## src/hdl/fpg_pkg.sv

```systemverilog
// Package with constants and item types for the factoradic permutation generator.
package fpg_pkg;

    localparam int MaxElements = 16;
    localparam int ValueWidth  = 32;
    localparam int IdxW        = $clog2(MaxElements);
    localparam int CntW        = $clog2(MaxElements + 1);

    typedef enum logic [1:0] {
        OP_LOAD  = 2'd0,
        OP_START = 2'd1,
        OP_NEXT  = 2'd2,
        OP_NONE  = 2'd3
    } t_op;

    typedef enum logic [1:0] {
        ST_IDLE,
        ST_SORT,
        ST_EMIT,
        ST_INCR
    } t_state;

    typedef struct packed {
        logic [1:0]         op;
        logic [3:0]         position;
        logic signed [31:0] element_value;
    } t_in_item;

    typedef struct packed {
        logic signed [31:0] out_value;
        logic [3:0]         out_position;
        logic               last_element;
        logic               wrapped;
    } t_out_item;

    // Controls broadcast to every cell of the chain.
    typedef struct packed {
        logic            load;
        logic [IdxW-1:0] load_pos;
        logic            sort_even;
        logic            sort_odd;
        logic            copy;
        logic            pick;
        logic [IdxW-1:0] pick_idx;
        logic [CntW-1:0] count;
    } t_cell_ctl;

endpackage

```

## src/hdl/fpg_cell.sv

```systemverilog
// One cell of the chain: holds a loaded value and a working-list value.
module fpg_cell
    import fpg_pkg::*;
(
    input  logic                         i_clk,
    input  logic [IdxW-1:0]              i_index,
    input  t_cell_ctl                    i_ctl,
    input  logic signed [ValueWidth-1:0] i_load_value,
    input  logic signed [ValueWidth-1:0] i_prev_loaded,
    input  logic signed [ValueWidth-1:0] i_next_loaded,
    input  logic signed [ValueWidth-1:0] i_next_work,
    output logic signed [ValueWidth-1:0] o_loaded,
    output logic signed [ValueWidth-1:0] o_work
);

    logic signed [ValueWidth-1:0] r_loaded, n_loaded;
    logic signed [ValueWidth-1:0] r_work, n_work;
    logic [CntW-1:0]              w_idx_ext;
    logic                         w_even, w_low_of_pair, w_high_of_pair;

    assign w_idx_ext = CntW'(i_index);
    assign w_even    = ~i_index[0];
    // Pair membership for the current compare-exchange phase.
    assign w_low_of_pair  = (i_ctl.sort_even & w_even) | (i_ctl.sort_odd & ~w_even);
    assign w_high_of_pair = (i_ctl.sort_even & ~w_even) | (i_ctl.sort_odd & w_even);

    // Odd-even transposition sort step, load, list copy, and pick shift.
    always_comb begin
        n_loaded = r_loaded;
        n_work   = r_work;
        if (i_ctl.load && i_ctl.load_pos == i_index) begin
            n_loaded = i_load_value;
        end
        if (w_low_of_pair && (w_idx_ext + 1'b1) < i_ctl.count) begin
            if (r_loaded > i_next_loaded) begin
                n_loaded = i_next_loaded;
            end
        end
        if (w_high_of_pair && i_index != '0 && w_idx_ext < i_ctl.count) begin
            if (i_prev_loaded > r_loaded) begin
                n_loaded = i_prev_loaded;
            end
        end
        if (i_ctl.copy) begin
            n_work = r_loaded;
        end else if (i_ctl.pick && i_index >= i_ctl.pick_idx) begin
            n_work = i_next_work;
        end
    end

    always_ff @(posedge i_clk) begin
        r_loaded <= n_loaded;
        r_work   <= n_work;
    end

    assign o_loaded = r_loaded;
    assign o_work   = r_work;

endmodule

```

## src/hdl/fpg_digits.sv

```systemverilog
// Factoradic digit counter with a sequential right-to-left ripple.
module fpg_digits
    import fpg_pkg::*;
(
    input  logic            i_clk,
    input  logic            i_rst_n,
    input  logic            i_clear,
    input  logic            i_step,
    input  logic [IdxW-1:0] i_pos,
    input  logic [CntW-1:0] i_count,
    input  logic [IdxW-1:0] i_rd_pos,
    output logic [3:0]      o_rd_digit,
    output logic            o_carry
);

    logic [3:0] r_digit [MaxElements];
    logic [3:0] w_inc;
    logic [CntW-1:0] w_radix;

    assign w_inc   = r_digit[i_pos] + 4'd1;
    assign w_radix = i_count - CntW'(i_pos);
    // Carry means this digit wrapped to zero.
    assign o_carry = (w_inc == 4'd0) || (CntW'(w_inc) >= w_radix);
    assign o_rd_digit = r_digit[i_rd_pos];

    // Digit update: one digit per step.
    always_ff @(posedge i_clk) begin
        if (!i_rst_n || i_clear) begin
            for (int k = 0; k < MaxElements; k++) begin
                r_digit[k] <= 4'd0;
            end
        end else if (i_step) begin
            r_digit[i_pos] <= o_carry ? 4'd0 : w_inc;
        end
    end

endmodule

```

## src/hdl/factoradic_permutation_generator.sv

```systemverilog
// Top level: permutation enumerator built on a chain of value cells.
// Load and unused items leave the block idle; a start item runs the odd-even sort.
// A next item copies the list, then emits one value per cycle while the output is not
// stalled, then ripples the digits through the single shared digit update.
// Reset (synchronous, active low) clears the digits, sets the count to 1, and
// leaves stored values undefined.
module factoradic_permutation_generator
    import fpg_pkg::*;
(
    input  logic       i_clk,
    input  logic       i_rst_n,
    input  logic       i_in_valid,
    output logic       o_in_stall,
    input  t_in_item   i_in_item,
    input  logic       i_cfg_we,
    input  logic [4:0] i_cfg_data,
    output logic       o_out_valid,
    input  logic       i_out_stall,
    output t_out_item  o_out_item
);

    t_state          r_state, n_state;
    logic [4:0]      r_count_reg;
    logic [CntW-1:0] w_n;
    logic [CntW-1:0] r_step, n_step;
    logic [IdxW-1:0] r_dpos, n_dpos;
    logic            r_out_valid, n_out_valid;
    t_out_item       r_out, n_out;
    logic            w_accept, w_out_free;
    logic            w_carry, w_dig_step, w_dig_clear;
    logic [3:0]      w_digit;
    logic [IdxW-1:0] w_pick;
    logic [CntW-1:0] w_size;
    t_cell_ctl       w_ctl;
    logic signed [ValueWidth-1:0] w_loaded [MaxElements];
    logic signed [ValueWidth-1:0] w_work   [MaxElements];

    // Active count clamped into 1..MaxElements.
    always_comb begin
        if (r_count_reg == 5'd0) begin
            w_n = CntW'(1);
        end else if (CntW'(r_count_reg) > CntW'(MaxElements)) begin
            w_n = CntW'(MaxElements);
        end else begin
            w_n = CntW'(r_count_reg);
        end
    end

    always_ff @(posedge i_clk) begin
        if (!i_rst_n) begin
            r_count_reg <= 5'd1;
        end else if (i_cfg_we) begin
            r_count_reg <= i_cfg_data;
        end
    end

    assign o_in_stall = (r_state != ST_IDLE);
    assign w_accept   = i_in_valid && !o_in_stall;
    assign w_out_free = !r_out_valid || !i_out_stall;

    // Emit: r_step 0 copies the list, then step k emits place k-1.
    assign w_size = w_n - r_step + CntW'(1);
    always_comb begin
        w_pick = IdxW'(w_digit);
        if (CntW'(w_digit) > w_size - CntW'(1)) begin
            w_pick = IdxW'(w_size - CntW'(1));
        end
    end

    // Next state.
    always_comb begin
        n_state = r_state;
        unique case (r_state)
            ST_IDLE: begin
                if (w_accept && i_in_item.op == OP_START) begin
                    n_state = ST_SORT;
                end else if (w_accept && i_in_item.op == OP_NEXT) begin
                    n_state = ST_EMIT;
                end
            end
            ST_SORT: begin
                if (r_step == w_n) begin
                    n_state = ST_IDLE;
                end
            end
            ST_EMIT: begin
                if (r_step == w_n && w_out_free) begin
                    n_state = ST_INCR;
                end
            end
            ST_INCR: begin
                if (!w_carry || r_dpos == '0) begin
                    n_state = ST_IDLE;
                end
            end
            default: n_state = ST_IDLE;
        endcase
    end

    // Control outputs and counters.
    always_comb begin
        n_step      = r_step;
        n_dpos      = r_dpos;
        n_out_valid = r_out_valid && i_out_stall;
        n_out       = r_out;
        w_dig_step  = 1'b0;
        w_dig_clear = 1'b0;
        w_ctl       = '0;
        w_ctl.count = w_n;
        w_ctl.load_pos = i_in_item.position;
        unique case (r_state)
            ST_IDLE: begin
                n_step = '0;
                w_ctl.load = w_accept && i_in_item.op == OP_LOAD;
                w_dig_clear = w_accept && i_in_item.op == OP_START;
            end
            ST_SORT: begin
                w_ctl.sort_even = ~r_step[0];
                w_ctl.sort_odd  = r_step[0];
                n_step = r_step + CntW'(1);
            end
            ST_EMIT: begin
                if (r_step == '0) begin
                    w_ctl.copy = 1'b1;
                    n_step = CntW'(1);
                end else if (w_out_free) begin
                    w_ctl.pick     = 1'b1;
                    w_ctl.pick_idx = w_pick;
                    n_out_valid    = 1'b1;
                    n_out.out_value    = w_work[w_pick];
                    n_out.out_position = 4'(r_step - CntW'(1));
                    n_out.last_element = (r_step == w_n);
                    n_out.wrapped      = 1'b0;
                    n_step = r_step + CntW'(1);
                    n_dpos = IdxW'(w_n - CntW'(1));
                end
            end
            ST_INCR: begin
                w_dig_step = 1'b1;
                n_dpos = r_dpos - IdxW'(1);
                // The last result is still held here until the ripple ends.
                if (w_carry && r_dpos == '0) begin
                    n_out.wrapped = 1'b1;
                end
            end
            default: ;
        endcase
    end

    // Output valid is held back until the ripple decides the wrapped flag.
    assign o_out_valid = r_out_valid && !(r_state == ST_INCR);
    assign o_out_item  = r_out;

    always_ff @(posedge i_clk) begin
        if (!i_rst_n) begin
            r_state     <= ST_IDLE;
            r_step      <= '0;
            r_dpos      <= '0;
            r_out_valid <= 1'b0;
        end else begin
            r_state     <= n_state;
            r_step      <= n_step;
            r_dpos      <= n_dpos;
            r_out_valid <= (r_state == ST_INCR) ? r_out_valid : n_out_valid;
        end
        r_out <= n_out;
    end

    fpg_digits u_digits (
        .i_clk      (i_clk),
        .i_rst_n    (i_rst_n),
        .i_clear    (w_dig_clear),
        .i_step     (w_dig_step),
        .i_pos      (r_dpos),
        .i_count    (w_n),
        .i_rd_pos   (IdxW'(r_step - CntW'(1))),
        .o_rd_digit (w_digit),
        .o_carry    (w_carry)
    );

    // Chain of cells; each sees its neighbors.
    for (genvar g = 0; g < MaxElements; g++) begin : g_cell
        fpg_cell u_cell (
            .i_clk         (i_clk),
            .i_index       (IdxW'(g)),
            .i_ctl         (w_ctl),
            .i_load_value  (i_in_item.element_value),
            .i_prev_loaded (w_loaded[(g == 0) ? 0 : g - 1]),
            .i_next_loaded (w_loaded[(g == MaxElements - 1) ? g : g + 1]),
            .i_next_work   (w_work[(g == MaxElements - 1) ? g : g + 1]),
            .o_loaded      (w_loaded[g]),
            .o_work        (w_work[g])
        );
    end

endmodule
```

## config.mk

```make
export PLATFORM = sky130hd
export DESIGN_NAME = factoradic_permutation_generator
export DESIGN_NICKNAME = d
export VERILOG_FILES = /design/src/hdl/fpg_pkg.sv /design/src/hdl/fpg_cell.sv /design/src/hdl/fpg_digits.sv /design/src/hdl/factoradic_permutation_generator.sv
export SDC_FILE = /design/constraint.sdc
export NUM_CORES = 2
export LEC_CHECK = 0
export BUFFER_PORTS_ARGS = -buffer_cell sky130_fd_sc_hd__buf_2
export CAP_MARGIN = 10
export CORE_ASPECT_RATIO = 0.8
export CORE_UTILIZATION = 25
export DETAILED_ROUTE_END_ITERATION = 7
export PLACE_DENSITY = 0.37
export SLEW_MARGIN = 20
export SYNTH_ARGS = -nofsm -noshare
export SYNTH_HDL_FRONTEND = slang
export SYNTH_SLANG_ARGS = --single-unit
```

## constraint.sdc

```tcl
create_clock -name i_clk -period 5.9 [get_ports i_clk]
set_clock_uncertainty 0.05 [all_clocks]
set_input_delay 0.295 -clock i_clk [delete_from_list [all_inputs] [get_ports i_clk]]
set_output_delay 0.295 -clock i_clk [all_outputs]
set_load 0.02 [all_outputs]
```

Yosys cells after proc, flatten, opt, wreduce, memory -nomap -nowiden --
Memory sizes are Yosys's and may differ from the RTL's. A register that Yosys moved wholly into a read port is not among the register bits. Index checks and enable logic that the tools add are counted.
Cells by class: add/subtract/negate cells 9, order comparisons 51, equal/unequal tests 29, multiplexer cells 152, bitwise gates (word level) 3, reductions and logical operators 96
Operator list (number):
- 32-bit 2-to-1 mux | 110
- 32-bit > comparator | 16
- 32-bit binary-select mux with 4-bit select | 1
- 1-bit logical AND | 55
- 4-bit by 5-bit < comparator with 1-bit output, first input constant | 8
- 2-bit nonzero test | 17
- 4-bit == test, second input constant | 8
- 4-bit 2-to-1 mux | 8
- 5-bit 2-to-1 mux | 6
- 4-bit greater-or-equal comparator, first input constant | 7
- 3-bit by 5-bit < comparator with 1-bit output, first input constant | 4
- 4-bit by 3-bit == test with 1-bit output, second input constant | 4
- 3-bit by 4-bit greater-or-equal comparator with 1-bit output, first input constant | 4
- 1-bit 2-to-1 mux | 16
- 5-bit one-hot mux with 3 select lines | 1
- 4-bit zero test | 3
- 2-bit 2-to-1 mux | 6
- 2-bit inequality test, second input constant | 6
- 4-bit by 1-bit subtractor with 4-bit output, second input constant | 3
- 5-bit by 1-bit adder with 5-bit output, second input constant | 2
- 5-bit zero test | 2
- 2-bit by 5-bit < comparator with 1-bit output, first input constant | 2
- 4-bit by 2-bit == test with 1-bit output, second input constant | 2
- 1-bit by 4-bit greater-or-equal comparator with 1-bit output, first input constant | 2
- other kinds (30) | 47
Storage, ports and cells: flip-flop bits (word level) 1079, bits in writable memories 64, bits of input ports 48, output and inout bits 40, word-level logic and storage cells 382, memories kept 1
Memory list:
- u_digits.r_digit | words 16, width 4, rd ports 2, clocked after Yosys merged registers in 1, write ports 16, RTL line fpg_digits.sv:16 | logic [3:0] r_digit [MaxElements];

Depth between registers and ports, before layout --
word-level depth 15, mapped depth 22, gate-level depth less buffers 18

Cells and area by module --
From an unflattened synthesis, not the netlist that was laid out.
Unflattened totals: cells, all modules 8842, area, all modules 92937.9 sq um
By module, submodules not included:
- fpg_cell at g_cell[10].u_cell ... | times used 12, cells an instance 490, area each 5138.7 sq um, seq. area each 1601.5 sq um
- fpg_cell at g_cell[0].u_cell ... | times used 4, cells an instance 489, area each 5157.4 sq um, seq. area each 1601.5 sq um
- factoradic_permutation_generator | times used 1, cells an instance 709, area each 6652.6 sq um, seq. area each 1481.4 sq um
- fpg_digits | times used 1, cells an instance 297, area each 3991.3 sq um, seq. area each 1921.8 sq um

Worst setup path before layout --
OpenSTA, ideal clock, no wires.
path type reg-to-reg, start point reg r_step[0], end point reg g_cell[2].u_cell.r_work[0] (enable), setup time 0.470 ns, arrival time 6.025 ns, data required time 5.380 ns, slack -0.645 ns, cell stages (with the launch flop) 19, path buffers 5, period minus slack after synthesis 6.545 ns, cell sequence dfxtp_1 -> buf_6 -> inv_1 -> ha_1 -> clkbuf_1 -> mux4_2 -> mux2i_1 -> a211oi_1 -> ha_1 -> nor2b_1 -> o21ai_0 -> a21oi_1 -> nand2_1 -> mux2i_1 -> buf_2 -> buf_6 -> buf_2 -> nor2_1 -> o31ai_1
Between the ends: elaborated cells between the ends (all ways) 15, those cells by class 4 x add/sub; 2 x order compare; 5 x mux; 3 x reduce/logical; 1 x memory
RTL lines:
- from (decl) | RTL line factoradic_permutation_generator.sv:25 | logic [CntW-1:0] r_step, n_step;
- from (signal assigned) | RTL line factoradic_permutation_generator.sv:162 | r_step <= n_step;
- 4-bit by 1-bit subtractor with 4-bit output * | RTL line factoradic_permutation_generator.sv:176 | .i_rd_pos (IdxW'(r_step - CntW'(1))),
- named net u_digits.i_rd_pos[0] | RTL line fpg_digits.sv:11 | input logic [IdxW-1:0] i_rd_pos,
- memory read 16 x 4 bit *
- 4-bit by 5-bit > comparator with 1-bit output | RTL line factoradic_permutation_generator.sv:65 | if (CntW'(w_digit) > w_size - CntW'(1)) begin
- 4-bit 2-to-1 mux * | RTL line factoradic_permutation_generator.sv:65
- 5-bit 2-to-1 mux * | RTL line factoradic_permutation_generator.sv:126 | end else if (w_out_free) begin
- 5-bit 2-to-1 mux * | RTL line factoradic_permutation_generator.sv:123 | if (r_step == '0) begin
- 6-bit 2-to-1 mux * | RTL line factoradic_permutation_generator.sv:111 | unique case (r_state)
- 2-bit by 4-bit greater-or-equal comparator with 1-bit output * | RTL line fpg_cell.sv:46 | end else if (i_ctl.pick && i_index >= i_ctl.pick_idx) begin
- 1-bit logical AND * | RTL line fpg_cell.sv:46
- 2-bit nonzero test (no line) *
- to (signal assigned) | RTL line fpg_cell.sv:53 | r_work <= n_work;
- to (decl) | RTL line fpg_cell.sv:17 | logic signed [ValueWidth-1:0] r_work, n_work;
The timed path passes the listed nets; every way through them passes the cells marked *. A chain may end at the register's enable or synchronous reset.

Final worst setup path --
start point reg r_step[1], end point reg g_cell[12].u_cell.r_work[25] (enable)
Between the ends: longest elaborated chain between the ends 11, elaborated cells between the ends (all ways) 15, those cells by class 4 x add/sub; 2 x order compare; 5 x mux; 3 x reduce/logical; 1 x memory
RTL lines:
- 5-bit subtractor | RTL line factoradic_permutation_generator.sv:62 | assign w_size = w_n - r_step + CntW'(1);
- 5-bit by 1-bit adder with 5-bit output | RTL line factoradic_permutation_generator.sv:62
- 5-bit by 1-bit subtractor with 5-bit output | RTL line factoradic_permutation_generator.sv:66 | w_pick = IdxW'(w_size - CntW'(1));
- 4-bit by 5-bit > comparator with 1-bit output | RTL line factoradic_permutation_generator.sv:65
- 4-bit 2-to-1 mux | RTL line factoradic_permutation_generator.sv:65
- 5-bit 2-to-1 mux | RTL line factoradic_permutation_generator.sv:126
- 5-bit 2-to-1 mux | RTL line factoradic_permutation_generator.sv:123
- 6-bit 2-to-1 mux * | RTL line factoradic_permutation_generator.sv:111
- 4-bit greater-or-equal comparator | RTL line fpg_cell.sv:46
- 1-bit logical AND | RTL line fpg_cell.sv:46
- 2-bit nonzero test (no line) *
- to (signal assigned) | RTL line fpg_cell.sv:53
- to (decl) | RTL line fpg_cell.sv:17
Every way passes the cells marked *; elsewhere a longest branch is shown, timed or not.

==> impl_metrics.toml <==
[global_routing]
grt_pass1_vias = 54000
antenna_found_initial = 16
grt_use_total_pct = 18.31
grt_pass1_wl_um = 380400
grt_overflow = 0
grt_start_max_net_pins = 211

[timing]
finalCritPeriodShare_pct = 93.65
rsz0062_at_grt = "no"
fin_crit_ps = 5525
max_slew_margin_pct = 22.84
hold_viol = 0
tns_ps = 0
fmax_mhz = 181.0
slew_viol_final = 0
whs_ps = 32.92
tightestPinTransition_ps = 1149
finalSetupViolCount = 0
fin_ws_ps = 374.9

[floorplanning]
start_util_pct = 25.24
die_w_um = 591.8
die_h_um = 473.8
core_area_um2 = 275700
io_pins = 88
dieArea_um2 = 280400
rows = 172

[synth]
synthCells = 7223
synthesis.nets = 7778
synth_top_area_share_pct = 26.50
synth_edf_count = 614
synth.yosys.warnings = 0
synth_top_family_by_area = "multiplexers"
synth_mux_area_share_pct = 18.96
synthSimpleGateAreaFrac_pct = 10.32
synth.most_common_cell = "nand2_1"
synth_cell_types = 78
synth-xor-area-share_pct = 0.2248
synth-seq-cells = 1147
yosysTopAreaCell = "edfxtp_1"
synth-async-reset-ratio_pct = 0
synth.top_cells.by_area = "edfxtp_1 27%, dfxtp_1 15%, mux2i_1 14%"
synthFlopType = "edfxtp_1"
netlist_area_um2 = 69570
avgSynthCellArea_um2 = 9.632
ys_seq_area_share_pct = 41.84
synth-compound-area-share_pct = 13.58
synth_adder_area_share_pct = 9.168
yosys-top-cells-count = "989 x nand2_1, 976 x mux2i_1, 937 x o21ai_0"

[setup_path]
cp.required_ps = 6300
path_buf_inv = 5
critPathKind = "reg2reg"
slowest_stage = "a211oi_1"
cp-start-kind = "flip-flop"
crit_family = "buffers and inverters"
cp_data_arrival_time_ps = 5930
worstPathCellList = "inv_1 > ha_1 > buf_4 > mux4_2 > mux2i_1 > a211oi_1 > ha_1 > nor2b_1 > o21ai_0 > a21oi_1 > nand2_1 > mux2i_4 > buf_4 > inv_1 > nor2_1 > o21ai_0 > nand2_2 > buf_4"
path_max_fanout = 32
cp_common_cell = "buf_4"
end_kind = "flip-flop"
max_stage_delay_ps = 620
r2r_setup_slack_ps = 370

[flow_run]
cap_violations = 0

[pwr]
p_leak_nw = 36.22
power_frac_seq_pct = 30.9
intPower_mw = 29.61
sw_frac_of_total_pct = 44.88
ir_drop_v = 0.0005615
switching_power_mw = 24.11
comb_power_share_pct = 52.4
powerDensity_nw_per_um2 = 678.1
clkPwrFrac_pct = 16.7

[drt]
wl_um = 262100
firstDrtPassIters = 8
via_per_inst = 4.911
vias = 53740
drtAntennaViolNets = 0
drc = 0
wl_per_cell_um = 23.95
first_iter_violations = 3611

[placement]
portBuffers = 87
pre_cts_ws_ps = 199.6
finalWeightedCongestion = 0.8288
hpwl_um = 202800

[clock_tree]
clockBufferDepth = 4
cts_sinks = 1147
insertion_delay_ps = 860
cts_tree = "built"
htreeDepth = 4
cts_buffers = 149
cts.reportedPaths.clkPinSlew_ps = 60
post_cts_buffers = 0
cts-root-buf = "clkbuf_16"

[hold_path]
hold_class = "in2reg"

[layout]
finalCoreUtilization_pct = 28.74
final_layout_size_suffix_gt1_share_pct = 10.35
final_nets = 7727
area_growth_pct = 13.88

[outcome]
status = "completed"
cells in the final DEF, fill, tap and decap left out, drive strengths merged, types with 34 or more instances in the layout:
| cell type | instances |
|---|---|
| and3 | 47 |
| dlygate4sd3 | 50 |
| ha | 505 |
| edfxtp | 614 |
| mux2i | 976 |
| and2 | 44 |
| o21ai | 973 |
| a211oi | 88 |
| clkbuf | 222 |
| nor2 | 294 |
| nand3 | 76 |
| mux4 | 37 |
| nand2 | 989 |
| nor2b | 39 |
| nand4 | 78 |
| clkinv | 36 |
| o221a | 34 |
| inv | 532 |
| a21oi | 162 |
| buf | 210 |
| nor3 | 37 |
| o22ai | 164 |
| mux2 | 230 |
| dfxtp | 533 |
| a21o | 104 |
metrics by stage:
step / instance area (µm²) / power, mW / cells
6_report: 79230 / 53.72 / 10940
3_3_place_gp: 74080 / 44.53 / 10620
2_1_floorplan: 69580 / 34.62 / 7223
5_1_grt: 79220 / 57.61 / 10940
3_5_place_dp: 74090 / 44.87 / 10620
4_1_cts: 79180 / 54.18 / 10940
repair_timing:
item                                   in CTS  in global routing
hold buffers                               50                  0
setup endpoints to repair                   0                 24
endpoints found under the hold margin      68                  0
resized for setup                           0                  1
metal layers:
layer	vias to the layer above	track usage [%]	wire, µm
met5	-	0	0
met4	0	3.683	4829
met3	252	2.147	10440
met2	1033	28.54	115000
met1	26550	26.96	131800
li1	25900	-	-
cell families after synthesis:
family                   count (synthesis)
AND/OR/NAND/NOR                       1671
flip-flops                            1147
multiplexers                          1243
XOR/XNOR                                17
buffers and inverters                  996
adder cells (fa/ha/maj)                509
AO/OA/AOI/OAI                         1640
path summary, 6_finish.rpt:
kind / startpoint / endpoint / cells after the start
max: r_step[1]$_SDFFE_PN0P_ / g_cell[12].u_cell.o_work[25]$_DFFE_PP_ / 18
min: i_in_item[1] / g_cell[0].u_cell.o_loaded[1]$_DFF_P_ / 3
max reg2reg: r_step[1]$_SDFFE_PN0P_ / g_cell[12].u_cell.o_work[25]$_DFFE_PP_ / 18
min reg2reg: g_cell[15].u_cell.o_loaded[2]$_DFF_P_ / g_cell[15].u_cell.o_work[2]$_DFFE_PP_ / 0
worst reg2reg max path, delay by kind of cell, from the launching register on:
| family | cells | cell delay [ps] |
|---|---|---|
| AO/OA/AOI/OAI | 4 | 1140 |
| multiplexers | 3 | 640 |
| AND/OR/NAND/NOR | 4 | 770 |
| flip-flops | 1 | 390 |
| buffers and inverters | 5 | 1360 |
| adder cells (fa/ha/maj) | 2 | 680 |
cell type report:
type	instances	area, µm²
Sequential cell	1147	29110
Antenna cell	6	15.01
Clock buffer	222	4278
Clock inverter	39	309.0
Timing Repair Buffer	260	2205
Multi-Input combinational cell	5080	36730
Inverter	534	2006
Fill cell	29000	196500
Tap cell	3654	4572
power by group through the flow:
stage	Clock [mW]	Combinational [mW]	Sequential, mW
after global placement	0	27.6	16.9
after global routing	9.54	31.0	17.1
after CTS	9.25	28.2	16.7
final	8.97	28.1	16.6
after floorplan	0	19.5	15.2
after detailed placement	0	28.0	16.9
Note: power is estimated with default switching activity, not from simulation.
